[src/rtl/modular_inverse_ext_euclid_core_defines.svh]
// ----------------------------------------------------------------------------
// modular inverse core: assertion macros
// shared by the modules that carry concurrent checks
// ----------------------------------------------------------------------------
`ifndef MODULAR_INVERSE_EXT_EUCLID_CORE_DEFINES_SVH
`define MODULAR_INVERSE_EXT_EUCLID_CORE_DEFINES_SVH

// same-cycle implication
`define MEIE_ASSERT_IMP(label, clk, rst_n, ante, cons) \
	label: assert property (@(posedge clk) disable iff (!(rst_n)) (ante) |-> (cons)) \
		else $error("modular inverse core: check failed");

// next-cycle implication
`define MEIE_ASSERT_NXT(label, clk, rst_n, ante, cons) \
	label: assert property (@(posedge clk) disable iff (!(rst_n)) (ante) |=> (cons)) \
		else $error("modular inverse core: check failed");

`endif

[src/rtl/meie_pkg.sv]
// ----------------------------------------------------------------------------
// meie_pkg
// shared constants and controller/datapath interface types
// ----------------------------------------------------------------------------
`default_nettype none

package meie_pkg;

	localparam int OPERAND_WIDTH_DEF = 32;
	localparam int INV_W             = 32;

	// controller to datapath
	typedef struct packed {
		logic load;
		logic div_step;
		logic update;
		logic reduce;
		logic out_load;
	} meie_cmd_t;

	// datapath to controller
	typedef struct packed {
		logic mod_zero;
		logic rem_zero;
	} meie_sts_t;

endpackage

`default_nettype wire

[src/rtl/modular_inverse_ext_euclid_core.sv]
// ----------------------------------------------------------------------------
// modular_inverse_ext_euclid_core: modular inverse by extended euclid
// one word at a time; each round is a bit-serial division plus an update step;
// a reduce step follows the last round, or the load when the modulus is zero,
// then the result waits in the done state until the output register is free
// arst_n clears the sequencer and the output valid; no result pending after it
// ----------------------------------------------------------------------------
`default_nettype none
`include "modular_inverse_ext_euclid_core_defines.svh"

module modular_inverse_ext_euclid_core #(
	parameter int OPERAND_WIDTH = meie_pkg::OPERAND_WIDTH_DEF
) (
	input  wire logic                        clk,
	input  wire logic                        arst_n,
	input  wire logic                        in_valid,
	output logic                             in_stall,
	input  wire logic [OPERAND_WIDTH-1:0]    value,
	input  wire logic [OPERAND_WIDTH-1:0]    modulus,
	output logic                             out_valid,
	input  wire logic                        out_stall,
	output logic      [meie_pkg::INV_W-1:0]  inverse,
	output logic                             zero_modulus_error
);

	meie_pkg::meie_cmd_t        cmd;
	meie_pkg::meie_sts_t        sts;
	logic [meie_pkg::INV_W-1:0] dp_res;
	logic                       dp_err;
	logic                       out_free;

	logic                       out_valid_q;
	logic [meie_pkg::INV_W-1:0] inverse_q;
	logic                       err_q;

	meie_ctrl #(
		.OPERAND_WIDTH(OPERAND_WIDTH)
	) u_ctrl (
		.clk      (clk),
		.arst_n   (arst_n),
		.in_valid (in_valid),
		.in_stall (in_stall),
		.sts      (sts),
		.out_free (out_free),
		.cmd      (cmd)
	);

	meie_datapath #(
		.OPERAND_WIDTH(OPERAND_WIDTH)
	) u_datapath (
		.clk     (clk),
		.arst_n  (arst_n),
		.cmd     (cmd),
		.sts     (sts),
		.value   (value),
		.modulus (modulus),
		.res     (dp_res),
		.err     (dp_err)
	);

	// output word register
	assign out_free = !out_valid_q || !out_stall;

	always_ff @(posedge clk or negedge arst_n) begin
		if (!arst_n) begin
			out_valid_q <= 1'b0;
		end else if (cmd.out_load) begin
			out_valid_q <= 1'b1;
		end else if (!out_stall) begin
			out_valid_q <= 1'b0;
		end
	end

	always_ff @(posedge clk) begin
		if (cmd.out_load) begin
			inverse_q <= dp_res;
			err_q     <= dp_err;
		end
	end

	assign out_valid          = out_valid_q;
	assign inverse            = inverse_q;
	assign zero_modulus_error = err_q;

	`MEIE_ASSERT_IMP(a_err_inverse_zero, clk, arst_n, out_valid_q && err_q, inverse_q == '0)
	`MEIE_ASSERT_NXT(a_busy_after_accept, clk, arst_n, in_valid && !in_stall, in_stall)

endmodule

`default_nettype wire

[src/rtl/meie_datapath.sv]
// ----------------------------------------------------------------------------
// meie_datapath
// remainder and coefficient registers, bit-serial divider with fused
// quotient-times-coefficient accumulation, final reduction into 0..m-1
// ----------------------------------------------------------------------------
`default_nettype none
`include "modular_inverse_ext_euclid_core_defines.svh"

module meie_datapath #(
	parameter int OPERAND_WIDTH = meie_pkg::OPERAND_WIDTH_DEF
) (
	input  wire logic                        clk,
	input  wire logic                        arst_n,
	input  wire meie_pkg::meie_cmd_t         cmd,
	output meie_pkg::meie_sts_t              sts,
	input  wire logic [OPERAND_WIDTH-1:0]    value,
	input  wire logic [OPERAND_WIDTH-1:0]    modulus,
	output logic      [meie_pkg::INV_W-1:0]  res,
	output logic                             err
);

	localparam int W  = OPERAND_WIDTH;
	localparam int SW = OPERAND_WIDTH + 2;

	logic        [W-1:0]  r1_q, m_q, rem_q, quo_q;
	logic signed [SW-1:0] s0_q, s1_q, acc_q;
	logic [meie_pkg::INV_W-1:0] res_q;
	logic                 err_q;

	logic        [W:0]    trial, diff;
	logic                 qb;
	logic        [W-1:0]  rem_n;
	logic signed [SW-1:0] m_ext, red;

	// one restoring division step
	assign trial = {rem_q, quo_q[W-1]};
	assign diff  = trial - {1'b0, r1_q};
	assign qb    = (trial >= {1'b0, r1_q});
	assign rem_n = qb ? diff[W-1:0] : trial[W-1:0];

	// coefficient magnitude never exceeds the modulus, one correction suffices
	assign m_ext = $signed({2'b00, m_q});
	always_comb begin
		if (s0_q < 0) begin
			red = s0_q + m_ext;
		end else if (s0_q >= m_ext) begin
			red = s0_q - m_ext;
		end else begin
			red = s0_q;
		end
	end

	always_ff @(posedge clk) begin
		if (cmd.load) begin
			r1_q  <= modulus;
			m_q   <= modulus;
			s0_q  <= SW'(1);
			s1_q  <= '0;
			quo_q <= value;
			rem_q <= '0;
			acc_q <= '0;
			err_q <= (modulus == '0);
		end else if (cmd.div_step) begin
			rem_q <= rem_n;
			quo_q <= {quo_q[W-2:0], qb};
			// horner form of q * s1, msb of q first
			acc_q <= (acc_q <<< 1) + (qb ? s1_q : '0);
		end else if (cmd.update) begin
			r1_q  <= rem_q;
			s0_q  <= s1_q;
			s1_q  <= s0_q - acc_q;
			quo_q <= r1_q;
			rem_q <= '0;
			acc_q <= '0;
		end
		if (cmd.reduce) begin
			res_q <= err_q ? '0 : meie_pkg::INV_W'($unsigned(red));
		end
	end

	assign sts.mod_zero = (modulus == '0);
	assign sts.rem_zero = (rem_q == '0);
	assign res          = res_q;
	assign err          = err_q;

	`MEIE_ASSERT_IMP(a_coeff_bound, clk, arst_n, cmd.reduce && !err_q,
		(s0_q <= m_ext) && (s0_q >= -m_ext))
	`MEIE_ASSERT_NXT(a_err_zero_res, clk, arst_n, cmd.reduce && err_q, res_q == '0)

endmodule

`default_nettype wire

[src/rtl/meie_ctrl.sv]
// ----------------------------------------------------------------------------
// meie_ctrl
// sequencer for the euclid rounds: division bit count, update, reduce, hand-off
// ----------------------------------------------------------------------------
`default_nettype none
`include "modular_inverse_ext_euclid_core_defines.svh"

module meie_ctrl #(
	parameter int OPERAND_WIDTH = meie_pkg::OPERAND_WIDTH_DEF
) (
	input  wire logic                clk,
	input  wire logic                arst_n,
	input  wire logic                in_valid,
	output logic                     in_stall,
	input  wire meie_pkg::meie_sts_t sts,
	input  wire logic                out_free,
	output meie_pkg::meie_cmd_t      cmd
);

	localparam int CW = $clog2(OPERAND_WIDTH);
	localparam logic [CW-1:0] LAST_BIT = CW'(OPERAND_WIDTH - 1);

	typedef enum logic [4:0] {
		ST_IDLE   = 5'b00001,
		ST_DIV    = 5'b00010,
		ST_UPDATE = 5'b00100,
		ST_REDUCE = 5'b01000,
		ST_DONE   = 5'b10000
	} state_t;

	state_t        state_q, state_d;
	logic [CW-1:0] cnt_q, cnt_d;

	always_comb begin
		state_d = state_q;
		cnt_d   = cnt_q;
		cmd     = '0;
		unique case (state_q)
			ST_IDLE: begin
				if (in_valid) begin
					cmd.load = 1'b1;
					cnt_d    = '0;
					state_d  = sts.mod_zero ? ST_REDUCE : ST_DIV;
				end
			end
			ST_DIV: begin
				cmd.div_step = 1'b1;
				if (cnt_q == LAST_BIT) begin
					state_d = ST_UPDATE;
				end else begin
					cnt_d = cnt_q + 1'b1;
				end
			end
			ST_UPDATE: begin
				cmd.update = 1'b1;
				cnt_d      = '0;
				// new remainder zero ends the rounds
				state_d    = sts.rem_zero ? ST_REDUCE : ST_DIV;
			end
			ST_REDUCE: begin
				cmd.reduce = 1'b1;
				state_d    = ST_DONE;
			end
			ST_DONE: begin
				if (out_free) begin
					cmd.out_load = 1'b1;
					state_d      = ST_IDLE;
				end
			end
			default: begin
				state_d = ST_IDLE;
			end
		endcase
	end

	always_ff @(posedge clk or negedge arst_n) begin
		if (!arst_n) begin
			state_q <= ST_IDLE;
			cnt_q   <= '0;
		end else begin
			state_q <= state_d;
			cnt_q   <= cnt_d;
		end
	end

	assign in_stall = (state_q != ST_IDLE);

	`MEIE_ASSERT_NXT(a_div_ends, clk, arst_n, (state_q == ST_DIV) && (cnt_q == LAST_BIT),
		state_q == ST_UPDATE)
	`MEIE_ASSERT_NXT(a_update_next, clk, arst_n, state_q == ST_UPDATE,
		(state_q == ST_DIV) || (state_q == ST_REDUCE))

endmodule

`default_nettype wire

[config.mk]
export PLATFORM = sky130hd
export DESIGN_NAME = modular_inverse_ext_euclid_core
export DESIGN_NICKNAME = d
export VERILOG_FILES = /design/src/rtl/meie_pkg.sv /design/src/rtl/modular_inverse_ext_euclid_core.sv /design/src/rtl/meie_datapath.sv /design/src/rtl/meie_ctrl.sv
export VERILOG_INCLUDE_DIRS = /design/src /design/src/rtl
export SDC_FILE = /design/constraint.sdc
export NUM_CORES = 1
export LEC_CHECK = 0
export BUFFER_PORTS_ARGS = -buffer_cell sky130_fd_sc_hd__buf_2
export CAP_MARGIN = 30
export CELL_PAD_IN_SITES_DETAIL_PLACEMENT = 0
export CELL_PAD_IN_SITES_GLOBAL_PLACEMENT = 2
export CORE_MARGIN = 2
export CORE_UTILIZATION = 40
export DETAILED_ROUTE_END_ITERATION = 12
export GPL_TIMING_DRIVEN = 0
export PLACE_DENSITY_LB_ADDON = 0.1
export SLEW_MARGIN = 30
export SYNTH_ARGS = -nofsm -noshare
export SYNTH_HDL_FRONTEND = slang
export SYNTH_HIERARCHICAL = 1
export SYNTH_SLANG_ARGS = --single-unit
export TNS_END_PERCENT = 20
[constraint.sdc]
create_clock -name clk -period 6.7 [get_ports clk]
set_input_delay 0.335 -clock clk [delete_from_list [all_inputs] [get_ports clk]]
set_output_delay 0.335 -clock clk [all_outputs]
set_load 0.03 [all_outputs]
==> results.json <==
{
  "gp_congestion": 0.897,
  "r2r_slack_ps": 430,
  "critPathLaunchType": "register",
  "critPathArrivalTime_ps": 6790,
  "die_area_um2": 53300,
  "cp_max_fo": 10,
  "hold_path.class": "in -> reg",
  "whs_endpoint": "u_datapath/m_q[0]",
  "yosys_register_bits": 307,
  "clockBufferDepth": 3,
  "worstSkewPairLatency_ps": 580,
  "dr.first_iter.drc_count": 1233,
  "power_mw": 5.83,
  "drive_gt1_share_pct": 11.2,
  "core_region_area_um2": 51100,
  "ys_top_cells_by_area": "edfxtp_1, dfxtp_1, ha_1",
  "yosysSeqAreaShare_pct": 38.0,
  "setup_viol": 0,
  "drcViolationCount": 0,
  "holdCritStartpoint": "modulus[0]",
  "ir_drop_mv": 0.244,
  "dr.pass1.iters": 6,
  "rsz0062_at_grt": "false",
  "clock-sinks": 307,
  "synth.net_count": 2525,
  "r2r-start": "u_datapath/r1_q[19]",
  "diodes": 0,
  "fin_crit_ps": 6270,
  "cts_tree": "done",
  "die_h_um": 231,
  "io_pins": 103,
  "antenna_found_initial": 1,
  "gr-total-overflow": 0,
  "slew_headroom_pct": 35.6,
  "hpwl_um": 53700,
  "die_w_um": 231,
  "reg2reg_depth": 24,
  "grt_usage_pct": 25.9,
  "synth_area_per_cell_um2": 8.99,
  "status": "complete, no violations",
  "cp.required_ps": 7220,
  "syn-cell-area_um2": 20600,
  "grt_pass1_vias": 17100,
  "yosys.area.top_type": "edfxtp_1",
  "synth_cell_types": 93,
  "end_kind": "register",
  "area_delta_synth_final_pct": 13.8,
  "grt_max_degree": 34,
  "min_path_cells": 1,
  "powerDensity_nw_per_um2": 249,
  "preCtsSetupSlack_ps": 259,
  "htreeDepth": 2,
  "numCtsBuffers": 39,
  "fp-row-count": 83,
  "slew_violations": 0,
  "synthCells": 2290,
  "drtAntennaViolNets": 0,
  "fin_crit_sh_pct": 93.6,
  "clock.fmax_ghz": 0.159,
  "vias_per_cell": 5.57,
  "cap_violations": 0,
  "timing_worst_setup_path_type": "reg -> reg",
  "final.setup.worst_slack_ps": 430,
  "cts.clk_slew.worst_paths_ps": 60,
  "start_util_pct": 40.3,
  "io_buffers": 102,
  "worst_hold_slack_ps": 14.6,
  "fin_skew_ps": 20.1,
  "grt_pass1_wl_um": 105000,
  "post-cts-setup-buffer-count": 0,
  "yosys_most_used_dff": "edfxtp_1",
  "ys_warn_count": 6,
  "hold_viol": 0,
  "async_flop_share_pct": 3.58,
  "r2r_end": "u_datapath/acc_q[33]",
  "fin_setup_tns_ps": 0,
  "finish.net_count": 2686,
  "leakagePower_nw": 9.43,
  "synth_top_area_share_pct": 23.6,
  "synth_edf_count": 162,
  "wirelength_um": 69200,
  "wire_per_inst_um": 21.9,
  "clock-root-buffer": "clkbuf_16",
  "vias": 17600,
  "tightest_slew_ps": 965
}
==> kinds of logic (layout without fill, tap and decap cells) <==
family,count (synthesis),in the layout,synth area share [%]
AOI/OAI and AO/OA,688,688,21.6
xor gates and xnor gates,131,131,5.57
adders and majority gates,167,167,10.3
buffers and inverters,285,471,5.45
DFF,307,307,38.0
muxes,86,86,4.38
and+or+nand+nor,626,626,14.7
==> critical path, stage by stage (launching register included) <==
cell and delay, ps:
edfxtp_1 380, inv_1 60, ha_1 370, nand3_1 120, nor2_1 260, and4_1 340
o311ai_1 160, and2_1 220, o21a_1 230, o21ai_2 410, buf_2 390, clkbuf_1 460
and2_1 210, ha_1 220, clkbuf_1 180, nand4_1 190, nor2_1 80, nor2_1 70
o21ai_0 150, a221oi_1 540, nand3_1 220, a21oi_1 310, o21ai_0 250, a211o_1 320
nand3_1 60
==> state kept, by name (all words and copies together) (netlist names), 32 cells and up <==
register and flops:
u_datapath/s0_q 34, u_datapath/acc_q 34, u_datapath/quo_q 32, inverse 32
u_datapath/res 32, u_datapath/m_q 32, u_datapath/s1_q 34, u_datapath/r1_q 32
u_datapath/rem_q 32
==> layout make-up <==
type                       count  area (um2)
buffer                       109         467
clock buffer                  50        1070
clock inverter                16         156
fill                        5108       27700
inverter                     176         661
multi-input combinational   1698       11700
sequential                   307        7820
tap                          680         851
timing repair buffer         120         748
==> synthesized netlist by cell type, drive strengths merged (16+ instances only) <==
cell type,n
nand2,241
a21oi,230
inv,175
edfxtp,162
ha,162
o21ai,142
dfxtp,134
nor2,130
xnor2,87
clkbuf,70
mux2i,54
a21o,51
xor2,44
a211oi,43
and2,42
buf,39
nand3,37
mux2,32
o22ai,32
nor4,29
o21bai,28
nor3,27
nand4,26
nor2b,18
a31oi,17
nand2b,17
a22o,16
o31ai,16
==> repair_timing <==
action | 4_1_cts | 5_1_grt
gates resized for setup | 0 | 3
hold buffers | 13 | 0
hold endpoints to repair | 23 | 0
setup endpoints to repair | 0 | 3
==> worst max path at each step <==
stage | depth (start not counted) | slack (ps) | end | from
2_1_floorplan | 23 | 1770 | u_datapath/acc_q[32] | u_datapath/r1_q[10]
4_1_cts | 25 | 210 | u_datapath/acc_q[33] | u_datapath/r1_q[19]
3_3_place_gp | 9 | -560 | u_datapath/acc_q[5] | u_ctrl/state_q[0]
5_1_grt | 24 | 90 | u_datapath/acc_q[33] | u_datapath/rem_q[9]
3_5_place_dp | 25 | 260 | u_datapath/acc_q[33] | u_datapath/r1_q[19]
6_report | 24 | 430 | u_datapath/acc_q[33] | u_datapath/r1_q[19]
==> metrics by stage <==
step                cell area (um2)  cells  utilization, %
floorplan                     20600   2290               -
global placement              21900   3072            43.0
detailed placement            22100   3077            43.2
CTS                           23400   3156            45.9
global route                  23400   3156            45.9
finish                        23400   3156            45.9
==> layer usage <==
layer / vias to the layer above / global-route usage (%) / share of wire, % / wire (um)
met2: 396 / 43.6 / 47 / 32400
li1: 8629 / - / - / -
met4: 0 / 7.84 / 2.8 / 1970
met1: 8466 / 34.9 / 46 / 32100
met5: - / 0 / 0 / 0
met3: 91 / 3.05 / 4.0 / 2760
==> report_power, final <==
part | leakage (nW) | internal, mW | switching [mW]
logic | 6.08 | 0.452 | 0.971
registers | 2.75 | 2.25 | 0.110
clock network | 0.598 | 1.20 | 0.854
==> cells in the final DEF (no fill, tap or decap), types with 37 or more instances in the layout <==
| master | netlist | layout |
|---|---|---|
| a211oi_1 | 41 | 41 |
| clkbuf_1 | 70 | 73 |
| xnor2_1 | 87 | 87 |
| edfxtp_1 | 162 | 162 |
| and2_1 | 42 | 42 |
| nor2_1 | 130 | 129 |
| inv_1 | 175 | 174 |
| nand3_1 | 37 | 37 |
| dfxtp_1 | 134 | 134 |
| nand2_1 | 241 | 241 |
| xor2_1 | 44 | 44 |
| ha_1 | 162 | 162 |
| a21o_1 | 51 | 51 |
| mux2i_1 | 54 | 54 |
| buf_2 | 26 | 128 |
| o21ai_0 | 136 | 136 |
| clkbuf_16 | 0 | 39 |
| a21oi_1 | 228 | 227 |
No activity file was read; power rests on OpenSTA's default activity.
